**config.mk**
```make
export PLATFORM = sky130hd
export DESIGN_NAME = escape_sequence_decoder
export DESIGN_NICKNAME = d
export VERILOG_FILES = /design/src/design/esd_pkg.sv /design/src/design/escape_sequence_decoder.sv /design/src/design/esd_fifo.sv /design/src/design/esd_front.sv /design/src/design/esd_back.sv
export SDC_FILE = /design/constraint.sdc
export NUM_CORES = 1
export LEC_CHECK = 0
export BUFFER_PORTS_ARGS = -buffer_cell sky130_fd_sc_hd__clkbuf_2
export CAP_MARGIN = 20
export CELL_PAD_IN_SITES_DETAIL_PLACEMENT = 0
export CELL_PAD_IN_SITES_GLOBAL_PLACEMENT = 1
export CORE_ASPECT_RATIO = 1.5
export CORE_MARGIN = 2
export CORE_UTILIZATION = 33
export CTS_CLUSTER_DIAMETER = 120
export CTS_CLUSTER_SIZE = 10
export DETAILED_ROUTE_END_ITERATION = 12
export PLACE_DENSITY_LB_ADDON = 0.1
export SYNTH_ARGS = -nofsm -noshare
export SYNTH_HDL_FRONTEND = slang
export SYNTH_HIERARCHICAL = 1
export SYNTH_SLANG_ARGS = --single-unit
```
**constraint.sdc**
```tcl
create_clock -name clk -period 3 [get_ports clk]
set_clock_uncertainty 0.15 [all_clocks]
set_input_delay 0 -clock clk [delete_from_list [all_inputs] [get_ports clk]]
set_output_delay 0 -clock clk [all_outputs]
set_load 0.1 [all_outputs]
```
**src/design/esd_pkg.sv**
```systemverilog
// Shared types and constants for the escape sequence decoder.
// No dependencies; every other design file except esd_fifo imports this package.
package esd_pkg;

  localparam logic [7:0] CHAR_BACKSLASH = 8'h5c;
  localparam logic [7:0] CHAR_HASH      = 8'h23;

  localparam logic REG_MARK_ENABLE = 1'b0;
  localparam logic REG_MARKER_BYTE = 1'b1;

  localparam logic [1:0] ESC_LIT  = 2'd0;
  localparam logic [1:0] ESC_HASH = 2'd1;
  localparam logic [1:0] ESC_HEX  = 2'd2;
  localparam logic [1:0] ESC_BAD  = 2'd3;

  typedef struct packed {
    logic       is_end;
    logic [7:0] chr;
    logic       is_backslash;
    logic [1:0] esc_class;
    logic [7:0] esc_val;
    logic       hex_ok;
    logic [3:0] hex_val;
  } class_t;

  typedef struct packed {
    logic       byte_valid;
    logic [7:0] out_byte;
    logic       end_flag;
    logic       status;
  } result_t;

endpackage

```
**src/design/escape_sequence_decoder.sv**
```systemverilog
// Top level of the escape sequence decoder: front classifier, queue, back state machine.
// Depends on esd_pkg, esd_fifo, esd_front and esd_back.
//
//   channel   handshake        payload
//   input     push / full      opcode, in_char
//   result    pop / empty      byte_valid, out_byte, end_flag, status
//   config    cfg_we           cfg_index, cfg_data
//
// One item per cycle is sustained while the result queue has room; each accepted item is
// registered in the classified-item queue, and the back end then writes any result into
// the result queue, from which the result ports are read.
// Reset (rst, synchronous) empties both queues, clears the registers and returns the
// decoder to normal mode. Holding pop low stalls the back end once the result queue fills,
// and the input side stalls only when the classified-item queue is full as well.
module escape_sequence_decoder
  import esd_pkg::*;
#(
  parameter int QUEUE_DEPTH = 2,
  parameter int OUT_DEPTH   = 2
) (
  input  logic       clk,
  input  logic       rst,
  input  logic       push,
  output logic       full,
  input  logic       opcode,
  input  logic [7:0] in_char,
  output logic       empty,
  input  logic       pop,
  output logic       byte_valid,
  output logic [7:0] out_byte,
  output logic       end_flag,
  output logic       status,
  input  logic       cfg_we,
  input  logic       cfg_index,
  input  logic [7:0] cfg_data
);

  logic       mark_enable;
  logic [7:0] marker_byte;
  class_t     front_cls;
  class_t     q_cls;
  logic       q_empty;
  logic       out_full;
  logic       item_valid;
  logic       res_valid;
  result_t    res;
  result_t    out_res;

  always_ff @(posedge clk) begin
    if (rst) begin
      mark_enable <= 1'b0;
      marker_byte <= '0;
    end else if (cfg_we) begin
      case (cfg_index)
        REG_MARK_ENABLE: mark_enable <= cfg_data[0];
        REG_MARKER_BYTE: marker_byte <= cfg_data;
        default: ;
      endcase
    end
  end

  esd_front u_front (
    .opcode  (opcode),
    .in_char (in_char),
    .cls     (front_cls)
  );

  esd_fifo #(
    .WIDTH ($bits(class_t)),
    .DEPTH (QUEUE_DEPTH)
  ) u_item_q (
    .clk   (clk),
    .rst   (rst),
    .push  (push),
    .wdata (front_cls),
    .full  (full),
    .pop   (item_valid),
    .rdata (q_cls),
    .empty (q_empty)
  );

  assign item_valid = !q_empty && !out_full;

  esd_back u_back (
    .clk         (clk),
    .rst         (rst),
    .mark_enable (mark_enable),
    .marker_byte (marker_byte),
    .item_valid  (item_valid),
    .cls         (q_cls),
    .res_valid   (res_valid),
    .res         (res)
  );

  esd_fifo #(
    .WIDTH ($bits(result_t)),
    .DEPTH (OUT_DEPTH)
  ) u_out_q (
    .clk   (clk),
    .rst   (rst),
    .push  (res_valid),
    .wdata (res),
    .full  (out_full),
    .pop   (pop),
    .rdata (out_res),
    .empty (empty)
  );

  assign byte_valid = out_res.byte_valid;
  assign out_byte   = out_res.out_byte;
  assign end_flag   = out_res.end_flag;
  assign status     = out_res.status;

endmodule

```
**src/design/esd_fifo.sv**
```systemverilog
// Small register queue used between the decoder stages and at the output.
// Generic over width and depth; no package dependencies.
module esd_fifo #(
  parameter int WIDTH = 8,
  parameter int DEPTH = 2
) (
  input  logic             clk,
  input  logic             rst,
  input  logic             push,
  input  logic [WIDTH-1:0] wdata,
  output logic             full,
  input  logic             pop,
  output logic [WIDTH-1:0] rdata,
  output logic             empty
);

  localparam int PTR_W = (DEPTH > 1) ? $clog2(DEPTH) : 1;
  localparam int CNT_W = $clog2(DEPTH + 1);
  localparam logic [PTR_W-1:0] LAST = PTR_W'(DEPTH - 1);
  localparam logic [CNT_W-1:0] FULL_CNT = CNT_W'(DEPTH);

  logic [WIDTH-1:0] mem [DEPTH];
  logic [PTR_W-1:0] wr_ptr;
  logic [PTR_W-1:0] rd_ptr;
  logic [CNT_W-1:0] count;
  logic             do_push;
  logic             do_pop;

  assign full    = (count == FULL_CNT);
  assign empty   = (count == '0);
  assign do_push = push && !full;
  assign do_pop  = pop && !empty;
  assign rdata   = mem[rd_ptr];

  always_ff @(posedge clk) begin
    if (rst) begin
      wr_ptr <= '0;
      rd_ptr <= '0;
      count  <= '0;
    end else begin
      if (do_push) begin
        wr_ptr <= (wr_ptr == LAST) ? '0 : wr_ptr + 1'b1;
      end
      if (do_pop) begin
        rd_ptr <= (rd_ptr == LAST) ? '0 : rd_ptr + 1'b1;
      end
      if (do_push && !do_pop) begin
        count <= count + 1'b1;
      end else if (do_pop && !do_push) begin
        count <= count - 1'b1;
      end
    end
  end

  always_ff @(posedge clk) begin
    if (do_push) begin
      mem[wr_ptr] <= wdata;
    end
  end

endmodule

```
**src/design/esd_front.sv**
```systemverilog
// Front end: classifies each incoming character for the escape decoder.
// Depends on esd_pkg for the classification record and escape codes.
module esd_front
  import esd_pkg::*;
(
  input  logic       opcode,
  input  logic [7:0] in_char,
  output class_t     cls
);

  always_comb begin
    cls              = '0;
    cls.is_end       = opcode;
    cls.chr          = in_char;
    cls.is_backslash = (in_char == CHAR_BACKSLASH);
    cls.esc_class    = ESC_LIT;
    cls.esc_val      = in_char;
    case (in_char)
      8'h6e:   cls.esc_val = 8'h0a;
      8'h72:   cls.esc_val = 8'h0d;
      8'h74:   cls.esc_val = 8'h09;
      8'h30:   cls.esc_val = 8'h00;
      8'h5c, 8'h27, 8'h22: cls.esc_val = in_char;
      CHAR_HASH: cls.esc_class = ESC_HASH;
      8'h78:   cls.esc_class = ESC_HEX;
      default: cls.esc_class = ESC_BAD;
    endcase
    if (in_char inside {[8'h30:8'h39]}) begin
      cls.hex_ok  = 1'b1;
      cls.hex_val = 4'(in_char - 8'h30);
    end else if (in_char inside {[8'h61:8'h66]}) begin
      cls.hex_ok  = 1'b1;
      cls.hex_val = 4'(in_char - 8'h57);
    end else if (in_char inside {[8'h41:8'h46]}) begin
      cls.hex_ok  = 1'b1;
      cls.hex_val = 4'(in_char - 8'h37);
    end
  end

endmodule

```
**src/design/esd_back.sv**
```systemverilog
// Back end: the escape state machine that turns classified characters into results.
// Depends on esd_pkg for the classification and result records.
module esd_back
  import esd_pkg::*;
(
  input  logic       clk,
  input  logic       rst,
  input  logic       mark_enable,
  input  logic [7:0] marker_byte,
  input  logic       item_valid,
  input  class_t     cls,
  output logic       res_valid,
  output result_t    res
);

  localparam logic [2:0] MODE_NORMAL = 3'd0;
  localparam logic [2:0] MODE_ESC    = 3'd1;
  localparam logic [2:0] MODE_HEX1   = 3'd2;
  localparam logic [2:0] MODE_HEX2   = 3'd3;
  localparam logic [2:0] MODE_ERROR  = 3'd4;

  logic [2:0] mode;
  logic [2:0] mode_next;
  logic [3:0] high_nibble;
  logic [3:0] high_nibble_next;

  always_comb begin
    mode_next        = mode;
    high_nibble_next = high_nibble;
    res_valid        = 1'b0;
    res              = '0;
    if (cls.is_end) begin
      res_valid        = 1'b1;
      res.end_flag     = 1'b1;
      res.status       = (mode != MODE_NORMAL);
      mode_next        = MODE_NORMAL;
      high_nibble_next = '0;
    end else begin
      case (mode)
        MODE_NORMAL: begin
          if (cls.is_backslash) begin
            mode_next = MODE_ESC;
          end else begin
            res_valid      = 1'b1;
            res.byte_valid = 1'b1;
            res.out_byte   = cls.chr;
          end
        end
        MODE_ESC: begin
          mode_next = MODE_NORMAL;
          case (cls.esc_class)
            ESC_LIT: begin
              res_valid      = 1'b1;
              res.byte_valid = 1'b1;
              res.out_byte   = cls.esc_val;
            end
            ESC_HASH: begin
              res_valid      = 1'b1;
              res.byte_valid = 1'b1;
              res.out_byte   = mark_enable ? marker_byte : CHAR_HASH;
            end
            ESC_HEX: mode_next = MODE_HEX1;
            default: mode_next = MODE_ERROR;
          endcase
        end
        MODE_HEX1: begin
          if (cls.hex_ok) begin
            high_nibble_next = cls.hex_val;
            mode_next        = MODE_HEX2;
          end else begin
            mode_next = MODE_ERROR;
          end
        end
        MODE_HEX2: begin
          if (cls.hex_ok) begin
            mode_next      = MODE_NORMAL;
            res_valid      = 1'b1;
            res.byte_valid = 1'b1;
            res.out_byte   = {high_nibble, cls.hex_val};
          end else begin
            mode_next = MODE_ERROR;
          end
        end
        default: mode_next = MODE_ERROR;
      endcase
    end
    if (!item_valid) begin
      mode_next        = mode;
      high_nibble_next = high_nibble;
      res_valid        = 1'b0;
    end
  end

  always_ff @(posedge clk) begin
    if (rst) begin
      mode        <= MODE_NORMAL;
      high_nibble <= '0;
    end else begin
      mode        <= mode_next;
      high_nibble <= high_nibble_next;
    end
  end

endmodule

```
==> metrics.md <==
| Metric | Value |
|---|---|
| EDFF count, synth | 72 |
| Port Buf Inserts | 35 |
| Clock share of power | a little under a quarter |
| Vias in the first global route | between 2000 and 3000 |
| Synth Area in Compound Gates | approximately 12% |
| Worst-Margin Slew | around 0.65 ns |
| Post-synthesis adder-cell area fraction | around 1.9% |
| Gr ovfl total | 0 |
| Seq pwr share | 38.2% |
| Simple-gate area share of the yosys netlist | roughly an eighth |
| Main synth FF type | edfxtp_1 |
| Worst-path clk slew | around 0.070 ns |
| Routed vias/inst | between 5 and 6 |
| First-pass GRT wire length | ~15000 um |
| Routed Wire Length | between 9000 and 10000 um |
| Share of cells above drive strength 1 | around a quarter |
| Dominant cell type by area after synthesis | edfxtp_1 |
| Final Cycle Share | between 90% and 100% |
| Critical path class | reg2reg |
| Area of the multi-input gates | between 1500 and 2000 um^2 |
| TNS Setup | 0 ns |
| Count of cell types in the netlist | 57 |
| I/O pin count | 36 |
| Die area | approximately 15000 um^2 |
| CTS Sinks | roughly 100 |
| Max Slew Vio Count | 0 |
| Total global-route track usage | 13.2% |
| Main combinational cell family by area after synthesis | compound AO/OA/AOI/OAI gates |
| Yosys reg bits | 98 |
| Clock Tree Buf Depth | 2 |
| Routability cong. | approximately 0.8 |
| Most numerous cell in the Yosys netlist | edfxtp_1 |
| Final HPWL from detailed placement | between 6000 and 7000 um |
| Max Fclk | 368 MHz |
| Worst IR Drop VDD | between 0.6 and 0.7 mV |
| Asr flop ratio synth | 0% |
| P_leak | ~1.9 nW |
| CTS buffer count | 9 |
| Syn nets | between 300 and 400 |
| Sw Pwr | just under 0.002 W |
| Cell internal pwr | between 0.002 and 0.003 W |
| Top cells by area, synth | edfxtp_1, dfxtp_1, mux2_2 |
| Die W | approximately 100 um |
| Register area share after synthesis | 57.8% |
| Crit. End Element | register |
| Core Region | around 14000 um^2 |
| Placed Cells | between 500 and 600 |
| RSZ-0062 raised after global routing | no |
| Critical Path RT | roughly 2.8 ns |
| Worst-Skew Late Latency | between 0.3 and 0.4 ns |
| HP Class | in2reg |
| Final setup vio count | 0 |
| Worst EP arrival | between 2 and 3 ns |
| Final nets | about 450 |
| DR vias | a little under 3000 |
| Commonest cells in the netlist | edfxtp_1, mux2_2, nor2_1, dfxtp_1 |
| Synth top area share | roughly 47% |
| Mux contribution to synthesized area | about 9.0% |
| Largest net degree at the start of global routing | 29 |
| PD cells | about 900 nW/um^2 |
| Die height | between 100 and 150 um |
| Startpoint Class | register |
| Ys Warns | 6 |
| H-tree depth | 3 |
| # rows | 53 |
| Pre-antenna DRT Iters | 4 |
| Initial Util | 33.5% |
| Logic gate share of total power | about two fifths |
| Max_cap viols | 0 |
| CTS root buffer | clkbuf_16 |
| Final hold violations | 0 |
| Sequential cell area | approximately 2700 um^2 |
| Slew HR | between 50% and 60% |
| Synth Instances | roughly 370 |
| Sw Ratio | around two fifths |
| Crit Path Max Fanout | 11 |
| # diodes | 0 |
| Syn_area_per_cell | approximately 13 um^2 |
| Run status | completed |
| Antenna violations before repair | 0 |
| Mapped Area | between 4000 and 5000 um^2 |
| Remaining DRCs | 0 |
| Post-synthesis xor/xnor area fraction | about 1.3% |
| Minimum clock period after layout | 2.71 ns |
| WL/cell | between 15 and 20 um |
| Postcts setup bufs | 0 |
| Post-route ant nets | 0 |
| Iter 0 DRT Violations | 115 |
| Total power | 0.00486 W |
| Fillcell total | 1351 |
| Fin cells | just under 600 |
| Area delta synth->final | 16.9% |
| CTS tree | yes |
-- stage by stage --
stage | hold WS [ns] | setup WS (ns) | utilization [%] | cell area, um^2
4_1_cts | 0.00600 | 0.291 | 39.2 | 5430
3_5_place_dp | 0.0465 | 0.327 | 35.1 | 4870
3_3_place_gp | 0.0415 | 0.332 | 35.1 | 4870
2_1_floorplan | -0.0809 | 0.385 | - | 4640
6_report | 0.0195 | 0.286 | 39.2 | 5430
5_1_grt | 0.0650 | 0.0509 | 39.2 | 5430
-- metal layers --
layer,global-route usage (%),routed length (um),vias up
met5,0,0,-
li1,-,-,1468
met2,23.6,4920,48
met4,6.03,214,0
met3,1.92,241,14
met1,15.4,4120,1426
-- repair_timing --
item / CTS / global route
hold buffers: 26 / 0
endpoints found under the hold margin: 34 / 0
resized for setup: 0 / 0
-- power by group through the flow --
stage	registers [W]	clock network, W	logic (W)
6_report	0.00186	0.00114	0.00186
5_1_grt	0.00188	0.00123	0.00200
4_1_cts	0.00186	0.00117	0.00188
3_5_place_dp	0.00189	0	0.00185
3_3_place_gp	0.00189	0	0.00185
2_1_floorplan	0.00184	0	0.00158
-- path summary, 6_finish.rpt --
path | from | to | slack, ns | cells after the start
worst max-delay path | register | u_out_q/mem[0][2]$_DFFE_PP_ | 0.29 | 7
worst min-delay path | cfg_index | mark_enable$_SDFFE_PP0P_ | 0.02 | 3
worst max register to register | register | u_out_q/mem[0][2]$_DFFE_PP_ | 0.29 | 7
worst min register to register | u_out_q/wr_ptr$_SDFFE_PP0P_ | u_out_q/wr_ptr$_SDFFE_PP0P_ | 0.34 | 2
-- critical path, cell delays in order (launching register included) --
cell     delay [ns]
dfxtp_1        0.46
mux2_2         0.41
o211a_1        0.23
nor3_1         0.19
o21a_1         0.13
inv_1          0.05
or3_1          0.36
inv_1          0.36
-- sequential cells by signal (all words and copies together), names as in the netlist, named ones only --
name / count
u_back/high_nibble: 4
u_item_q/count: 2
u_out_q/wr_ptr: 1
u_item_q/wr_ptr: 1
u_out_q/mem: 22
mark_enable: 1
u_out_q/count: 2
u_item_q/rd_ptr: 1
u_out_q/rd_ptr: 1
u_back/mode: 3
marker_byte: 8
u_item_q/mem: 50
-- area by class of cell --
cell class                 instances  share of cell area, %
clock buffer                       9                   4.15
inverter                          16                   1.11
timing repair buffer              68                   8.99
sequential                        98                   49.4
tap                              165                   3.80
clock inverter                     7                   1.38
multi-input combinational        226                   31.1
-- kinds of logic after synthesis --
family | count (synthesis)
compound gates | 78
xor+xnor | 7
fa+ha+maj | 7
buf+inv | 43
flops | 98
mux | 37
simple gates | 97
-- placed cells by master (no fill, tap or decap), types with 4 or more instances in the layout --
cell and instances:
edfxtp_1 72, mux2_2 37, clkbuf_2 35, nor2_1 29, dlygate4sd3_1 26, dfxtp_1 26, nand3_1 16, a21oi_1 16
inv_1 16, o21ai_0 16, nand2_1 10, clkbuf_16 9, a22oi_1 9, buf_4 7, xor2_1 7, ha_1 7
a21bo_2 5, nor3_1 5, a222oi_1 5, and2_1 5, nand2b_1 4, or3_1 4
Note: power is estimated with default switching activity, not from simulation.
